$ cat src/rtl/http_header_line_parser_assert.svh
// Assertion macros for the header line parser RTL.
`ifndef HTTP_HEADER_LINE_PARSER_ASSERT_SVH
`define HTTP_HEADER_LINE_PARSER_ASSERT_SVH

`ifndef SYNTHESIS

// Check prop at every rising edge of clk; hold off while rst is high.
`define HHLP_ASSERT(label, clk, rst, prop) \
   label: assert property (@(posedge clk) disable iff (rst) (prop)) \
      else $error("hhlp assertion failed");

// Check prop at every rising edge of clk, reset cycles included.
`define HHLP_ASSERT_ALWAYS(label, clk, prop) \
   label: assert property (@(posedge clk) (prop)) \
      else $error("hhlp assertion failed");

`else

`define HHLP_ASSERT(label, clk, rst, prop)
`define HHLP_ASSERT_ALWAYS(label, clk, prop)

`endif

`endif

$ cat src/rtl/hhlp_pkg.sv
`default_nettype none

package hhlp_pkg;

   typedef enum logic [3:0] {
      PH_START  = 4'd0,
      PH_KEY    = 4'd1,
      PH_COLON  = 4'd2,
      PH_SPACE  = 4'd3,
      PH_VALUE  = 4'd4,
      PH_CR     = 4'd5,
      PH_LF     = 4'd6,
      PH_END_CR = 4'd7,
      PH_END    = 4'd8
   } phase_type;

   typedef enum logic [2:0] {
      KIND_SKIP  = 3'd0,
      KIND_KEY   = 3'd1,
      KIND_VALUE = 3'd2,
      KIND_DELIM = 3'd3,
      KIND_AFTER = 3'd4
   } kind_type;

   localparam int unsigned BYTE_W   = 8;
   localparam int unsigned OFFSET_W = 10;

   localparam logic [BYTE_W-1:0] CH_COLON = 8'h3A;
   localparam logic [BYTE_W-1:0] CH_CR    = 8'h0D;
   localparam logic [BYTE_W-1:0] CH_LF    = 8'h0A;
   localparam logic [BYTE_W-1:0] CH_SPACE = 8'h20;

   localparam logic [OFFSET_W-1:0] OFFSET_MAX  = 10'h3FF;
   localparam logic [OFFSET_W-1:0] LIMIT_RESET = 10'd255;

   typedef struct packed {
      logic [BYTE_W-1:0] echo_byte;
      kind_type          byte_kind;
      logic              pair_done;
      logic              headers_done;
      logic              parse_error;
      phase_type         phase;
   } rsp_type;

endpackage

`default_nettype wire

$ cat src/rtl/http_header_line_parser.sv
// HTTP header line parser.
// Request channel (req_valid/req_ready): one header byte per request in
// req_data_byte; req_restart set clears the parser before that byte.
// Response channel (rsp_valid/rsp_ready): one response per request with the
// echoed byte, its class, the pair-done pulse on the LF that closes a
// key/value line, headers-done, the sticky parse error and the phase.
// csr_wr_en/csr_wr_data write the value length limit; write only while idle.
// Latency: the response is valid the cycle after the request is accepted.
// Throughput: one byte per cycle while rsp_ready is high; each phase update
// is one pass of logic from the state registers to the response register.
// Reset: phase start, offset and error cleared, limit back to 255, response
// register empty.
// Stall: while rsp_ready is low a held response keeps the register full and
// req_ready drops; req_ready stays high in the cycle the response is taken.
`default_nettype none

module http_header_line_parser
   import hhlp_pkg::*;
(
   input  wire logic                clock,
   input  wire logic                reset,
   input  wire logic                req_valid,
   output logic                     req_ready,
   input  wire logic [BYTE_W-1:0]   req_data_byte,
   input  wire logic                req_restart,
   output logic                     rsp_valid,
   input  wire logic                rsp_ready,
   output logic [BYTE_W-1:0]        rsp_echo_byte,
   output logic [2:0]               rsp_byte_kind,
   output logic                     rsp_pair_done,
   output logic                     rsp_headers_done,
   output logic                     rsp_parse_error,
   output logic [3:0]               rsp_phase,
   input  wire logic                csr_wr_en,
   input  wire logic [OFFSET_W-1:0] csr_wr_data
);

   logic    accept;
   rsp_type result;
   rsp_type rsp_data;

   hhlp_fsm u_fsm (
      .clock       (clock),
      .reset       (reset),
      .accept      (accept),
      .data_byte   (req_data_byte),
      .restart     (req_restart),
      .csr_wr_en   (csr_wr_en),
      .csr_wr_data (csr_wr_data),
      .result      (result)
   );

   hhlp_rsp_reg u_rsp_reg (
      .clock     (clock),
      .reset     (reset),
      .req_valid (req_valid),
      .req_ready (req_ready),
      .accept    (accept),
      .result    (result),
      .rsp_valid (rsp_valid),
      .rsp_ready (rsp_ready),
      .rsp_data  (rsp_data)
   );

   assign rsp_echo_byte    = rsp_data.echo_byte;
   assign rsp_byte_kind    = rsp_data.byte_kind;
   assign rsp_pair_done    = rsp_data.pair_done;
   assign rsp_headers_done = rsp_data.headers_done;
   assign rsp_parse_error  = rsp_data.parse_error;
   assign rsp_phase        = rsp_data.phase;

endmodule

`default_nettype wire

$ cat src/rtl/hhlp_fsm.sv
`default_nettype none

`include "http_header_line_parser_assert.svh"

module hhlp_fsm
   import hhlp_pkg::*;
(
   input  wire logic                clock,
   input  wire logic                reset,
   input  wire logic                accept,
   input  wire logic [BYTE_W-1:0]   data_byte,
   input  wire logic                restart,
   input  wire logic                csr_wr_en,
   input  wire logic [OFFSET_W-1:0] csr_wr_data,
   output rsp_type                  result
);

   phase_type             phase_ff, phase_in;
   logic [OFFSET_W-1:0]   offset_ff, offset_in;
   logic                  error_ff, error_in;
   logic [OFFSET_W-1:0]   limit_ff;

   phase_type             cur_phase;
   logic [OFFSET_W-1:0]   cur_offset;
   logic                  cur_error;
   logic [OFFSET_W-1:0]   offset_inc;
   kind_type              kind;
   logic                  pair;
   logic                  bad;
   logic                  is_crlf;

   always_comb begin
      cur_phase  = restart ? PH_START : phase_ff;
      cur_offset = restart ? '0 : offset_ff;
      cur_error  = restart ? 1'b0 : error_ff;
      offset_inc = (cur_offset == OFFSET_MAX) ? cur_offset : cur_offset + 10'd1;
      is_crlf    = (data_byte == CH_CR) || (data_byte == CH_LF);

      kind      = KIND_SKIP;
      pair      = 1'b0;
      bad       = 1'b0;
      phase_in  = cur_phase;
      offset_in = cur_offset;

      if (!cur_error) begin
         unique case (cur_phase)
            PH_KEY: begin
               if (data_byte == CH_COLON) begin
                  kind     = KIND_DELIM;
                  phase_in = PH_COLON;
               end else if (is_crlf) begin
                  bad = 1'b1;
               end else begin
                  kind = KIND_KEY;
               end
            end
            PH_COLON: begin
               if (data_byte == CH_SPACE) begin
                  kind     = KIND_DELIM;
                  phase_in = PH_SPACE;
               end else begin
                  bad = 1'b1;
               end
            end
            PH_SPACE: begin
               kind      = KIND_VALUE;
               offset_in = '0;
               phase_in  = PH_VALUE;
            end
            PH_VALUE: begin
               if (data_byte == CH_CR) begin
                  kind     = KIND_DELIM;
                  phase_in = PH_CR;
               end else begin
                  offset_in = offset_inc;
                  if (offset_inc > limit_ff) begin
                     bad = 1'b1;
                  end else begin
                     kind = KIND_VALUE;
                  end
               end
            end
            PH_CR: begin
               if (data_byte == CH_LF) begin
                  kind     = KIND_DELIM;
                  pair     = 1'b1;
                  phase_in = PH_LF;
               end else begin
                  bad = 1'b1;
               end
            end
            PH_LF: begin
               if (data_byte == CH_CR) begin
                  kind     = KIND_DELIM;
                  phase_in = PH_END_CR;
               end else begin
                  kind     = KIND_KEY;
                  phase_in = PH_KEY;
               end
            end
            PH_END_CR: begin
               if (data_byte == CH_LF) begin
                  kind     = KIND_DELIM;
                  phase_in = PH_END;
               end else begin
                  bad = 1'b1;
               end
            end
            PH_END: begin
               kind = KIND_AFTER;
            end
            default: begin
               if (is_crlf) begin
                  kind     = KIND_SKIP;
                  phase_in = cur_phase;
               end else begin
                  kind     = KIND_KEY;
                  phase_in = PH_KEY;
               end
            end
         endcase
         // drop the class of a failing byte and freeze the phase
         if (bad) begin
            kind     = KIND_SKIP;
            pair     = 1'b0;
            phase_in = cur_phase;
         end
      end

      error_in = cur_error | bad;

      result.echo_byte    = data_byte;
      result.byte_kind    = kind;
      result.pair_done    = pair;
      result.headers_done = (phase_in == PH_END);
      result.parse_error  = error_in;
      result.phase        = phase_in;
   end

   always_ff @(posedge clock) begin
      if (reset) begin
         phase_ff  <= PH_START;
         offset_ff <= '0;
         error_ff  <= 1'b0;
      end else if (accept) begin
         phase_ff  <= phase_in;
         offset_ff <= offset_in;
         error_ff  <= error_in;
      end
   end

   always_ff @(posedge clock) begin
      if (reset) begin
         limit_ff <= LIMIT_RESET;
      end else if (csr_wr_en) begin
         limit_ff <= csr_wr_data;
      end
   end

   `HHLP_ASSERT(a_error_sticky, clock, reset,
      error_ff && !(accept && restart) |=> error_ff)
   `HHLP_ASSERT(a_error_freezes_phase, clock, reset,
      error_ff && accept && !restart |=> phase_ff == $past(phase_ff))
   `HHLP_ASSERT(a_pair_enters_lf, clock, reset,
      accept && result.pair_done |=> phase_ff == PH_LF && !error_ff)

endmodule

`default_nettype wire

$ cat src/rtl/hhlp_rsp_reg.sv
`default_nettype none

`include "http_header_line_parser_assert.svh"

module hhlp_rsp_reg
   import hhlp_pkg::*;
(
   input  wire logic clock,
   input  wire logic reset,
   input  wire logic req_valid,
   output logic      req_ready,
   output logic      accept,
   input  rsp_type   result,
   output logic      rsp_valid,
   input  wire logic rsp_ready,
   output rsp_type   rsp_data
);

   logic    rsp_valid_ff, rsp_valid_in;
   rsp_type rsp_data_ff;

   always_comb begin
      req_ready    = !rsp_valid_ff || rsp_ready;
      accept       = req_valid && req_ready;
      rsp_valid_in = accept || (rsp_valid_ff && !rsp_ready);
   end

   always_ff @(posedge clock) begin
      if (reset) begin
         rsp_valid_ff <= 1'b0;
      end else begin
         rsp_valid_ff <= rsp_valid_in;
      end
   end

   always_ff @(posedge clock) begin
      if (accept) begin
         rsp_data_ff <= result;
      end
   end

   assign rsp_valid = rsp_valid_ff;
   assign rsp_data  = rsp_data_ff;

   `HHLP_ASSERT(a_empty_takes_request, clock, reset,
      !rsp_valid_ff |-> req_ready)
   `HHLP_ASSERT(a_accept_fills, clock, reset,
      accept |=> rsp_valid_ff)
   `HHLP_ASSERT_ALWAYS(a_reset_empties, clock,
      reset |=> !rsp_valid_ff)

endmodule

`default_nettype wire

$ cat config.mk
export PLATFORM = sky130hd
export DESIGN_NAME = http_header_line_parser
export DESIGN_NICKNAME = d
export VERILOG_FILES = /design/src/rtl/hhlp_pkg.sv /design/src/rtl/http_header_line_parser.sv /design/src/rtl/hhlp_fsm.sv /design/src/rtl/hhlp_rsp_reg.sv
export VERILOG_INCLUDE_DIRS = /design/src /design/src/rtl
export SDC_FILE = /design/constraint.sdc
export NUM_CORES = 1
export LEC_CHECK = 0
export BUFFER_PORTS_ARGS = -buffer_cell sky130_fd_sc_hd__buf_2
export CORE_UTILIZATION = 51
export CTS_CLUSTER_SIZE = 10
export DETAILED_ROUTE_END_ITERATION = 8
export MAX_ROUTING_LAYER = met4
export PLACE_DENSITY = 0.78
export SYNTH_ARGS = -nofsm -noshare
export SYNTH_HDL_FRONTEND = slang
export SYNTH_SLANG_ARGS = --single-unit
$ cat constraint.sdc
create_clock -name clock -period 4.2 [get_ports clock]
set_input_delay 0.42 -clock clock [delete_from_list [all_inputs] [get_ports clock]]
set_output_delay 0.42 -clock clock [all_outputs]
set_load 0.01 [all_outputs]
==> results by group <==
Synthesis
  – Most numerous cell in the Yosys netlist: nand2_1
  – Synthesized cell area: 2720 um2
  – Mapped Nets: 338
  – Yosys reg bits: 44
  – Synth top cells by count: nand2_1, dfxtp_1, nor2_1
  – Post-synth ARST share: 0%
  – Synth warn: 0
  – Syn Inst Count: 303
  – Post-synth EDFFs: 18
  – Synth unique cells: 67
  – Synth top area share: 19.9%
  – Register area share after synthesis: 39.1%
  – Synth area leader: edfxtp_1
  – Synth area leaders: edfxtp_1, dfxtp_1, ha_1, nand2_1, nor2_1
  – Average size of a mapped cell: 8.96 um2
  – Primary FF master, synth: dfxtp_1

Run
  – Max_cap viols: 0

Floorplanning
  – Initial Util: 53.2%
  – Die ar.: 5620 um2
  – Die X: 75.0 um
  – # IOs: 44
  – CORE AREA: 5110 um2
  – Rows: 26
  – Chip Height: 75.0 um

CTS
  – Num CTS Buffers: 5
  – CTS Root Cell: clkbuf_8
  – Clock tree buffer depth: 2
  – Clk_lat worst skew: 310 ps
  – CTS tree: done
  – Clk slew on worst S/H paths: 90 ps
  – H-tree depth: 2
  – Clock Sinks: 44

Timing
  – RSZ-0062 raised after global routing: yes
  – Clock skew: 13.7 ps
  – Setup TNS: 0 ps
  – Worst Max-Slew Pin Slew: 721 ps
  – Final worst slack: 63.8 ps
  – Final hold vios: 0
  – Min Tclk post-route: 4140 ps
  – Max-slew headroom: 51.4%
  – Max Slew Vio Count: 0
  – Final setup vio count: 0
  – Final period utilization: 98.5%
  – Fmax: 242 MHz

Pwr
  – Comb pwr share: 14.1%
  – Int Power: 698 uW
  – Leakage: 0.00138 uW
  – Reg power frac: 51.3%
  – Pwr Density: 281 nW/um2
  – P_sw: 235 uW
  – Overall Power: 933 uW
  – Switching part of the total power: 25.2%
  – Clock share of power: 34.6%
  – Peak VDD IR: 265 uV

Finish
  – Final instance area: 3320 um2
  – Fraction of layout cells with a size suffix above 1: 29.2%
  – Area growth from synthesis to layout: 22.4%
  – Non-Filler Instances: 436
  – Diodes inserted: 0
  – Final nets: 400

Placement
  – RePlAce Congestion: 0.987
  – Cells after DPL: 424
  – Pre-CTS setup slack: -196 ps
  – DP Area: 3140 um2
  – PortBufs: 43
  – Final HPWL DP: 4.63 mm

Routing
  – Routed wire length: 6.40 mm
  – Drt pass-1 iters: 5
  – Via/cell ratio: 5.83
  – DRC viols: 0
  – Total number of vias: 2541
  – Drt wl/cell: 14.7 um
  – Iter 0 DRT Violations: 241
  – Antenna-violating nets left: 0

Worst setup path
  – CP startpoint kind: flip-flop
  – CP max FO: 5
  – Critical Path AT: 4270 ps
  – R2R Setup Slk: 60 ps
  – Kind of critical path: flip-flop to flip-flop
  – WP data required: 4330 ps
  – Crit end category: flip-flop

Worst hold path
  – HP Class: input port to flip-flop

Global routing
  – Largest net degree at the start of global routing: 23
  – Vias in the first global route: 2328
  – Grt total ovfl: 0
  – Antenna violations before repair: 0
  – Total GRT Usage: 25.8%
  – First-pass GRT wire length: 10.5 mm

Run status
  – Status: finished clean
power by group through the flow:
| stage | combinational (uW) | clock, uW | sequential [uW] |
|---|---|---|---|
| 2_1_floorplan | 76.0 | 0 | 489 |
| 3_3_place_gp | 123 | 0 | 487 |
| 3_5_place_dp | 125 | 0 | 488 |
| 4_1_cts | 126 | 328 | 478 |
| 5_1_grt | 148 | 347 | 482 |
| 6_report | 132 | 323 | 479 |
cells in the final DEF (no fill, tap or decap), types with 3 or more instances in the layout:
cell type	count
nor4_1	3
a21oi_1	19
a211oi_1	4
mux2i_1	3
a31oi_1	3
edfxtp_1	18
nand2b_1	3
nor2_1	26
ha_1	9
xnor2_1	6
nor2b_1	4
a21boi_0	3
nand2_1	27
inv_1	19
nor3_1	12
buf_4	27
nand4_1	6
nand3b_1	3
and3_1	3
o211ai_1	9
a21o_1	4
a32o_1	3
dfxtp_1	24
a22oi_1	3
buf_2	43
nand3_1	8
clkbuf_8	5
o21ai_0	11
worst paths after layout:
path | from | depth (start not counted) | endpoint
setup reg to reg | u_fsm.offset_ff[1]$_SDFFE_PP0P_ | 17 | u_rsp_reg.rsp_data[5]$_DFFE_PP_
hold / removal | req_data_byte[7] | 1 | u_rsp_reg.rsp_data[17]$_DFFE_PP_
hold reg to reg | u_fsm.offset_ff[8]$_SDFFE_PP0P_ | 2 | u_fsm.offset_ff[8]$_SDFFE_PP0P_
setup / recovery | u_fsm.offset_ff[1]$_SDFFE_PP0P_ | 17 | u_rsp_reg.rsp_data[5]$_DFFE_PP_
cell families after synthesis:
group           Yosys count  synth area share, %
mux                       4                 1.52
compound gates           79                 20.8
xor+xnor                  6                 1.94
simple gates            124                 26.0
fa+ha+maj                11                 5.07
buf+inv                  35                 5.53
flops                    44                 39.1
state kept, by name, indices dropped and copies added (netlist names):
register,flops
u_fsm.error_ff,1
u_rsp_reg.rsp_valid,1
u_fsm.limit_ff,10
u_fsm.phase_ff,4
u_rsp_reg.rsp_data,18
u_fsm.offset_ff,10
cell type report:
| cell class | count | area (um2) |
|---|---|---|
| Fill cell | 419 | 1790 |
| Multi-Input combinational cell | 224 | 1570 |
| Sequential cell | 44 | 1060 |
| Timing Repair Buffer | 70 | 418 |
| Tap cell | 70 | 87.6 |
| Inverter | 20 | 75.1 |
| Clock buffer | 6 | 72.6 |
| Clock inverter | 2 | 35.0 |
metal layers:
metal | global-route usage (%) | share of wire, %
met1 | 30.7 | 42
met2 | 42.7 | 49
met3 | 4.42 | 6.9
met4 | 11.3 | 2.4
met5 | - | 0
repair_timing:
action | in CTS | in global routing
gates resized for setup | 1 | 10
hold buffers | 0 | 0
pin swaps | 0 | 14
setup endpoints to repair | 1 | 5
hold endpoints to repair | 0 | 0
setup buffers | 0 | 5
metrics by stage:
step	hold slack, ps	utilization (%)
final	325	65.0
after global routing	319	65.0
after CTS	321	63.6
after detailed placement	479	61.4
after global placement	467	61.4
after floorplan	445	-
worst max-delay path, stage by stage, from the launching register on:
cell and delay, ps:
dfxtp_2 350, nor2b_4 180, ha_4 150, nand2_1 50, or3_4 380, or3_4 440
nand2_2 100, nor2_1 60, xnor2_1 160, nor2_1 80, ha_1 280, nand4_1 140
a211oi_2 270, a2111oi_2 80, or4_4 560, and2_4 170, a32o_2 270, nor4b_2 260
(Power assumes the default switching activity.)
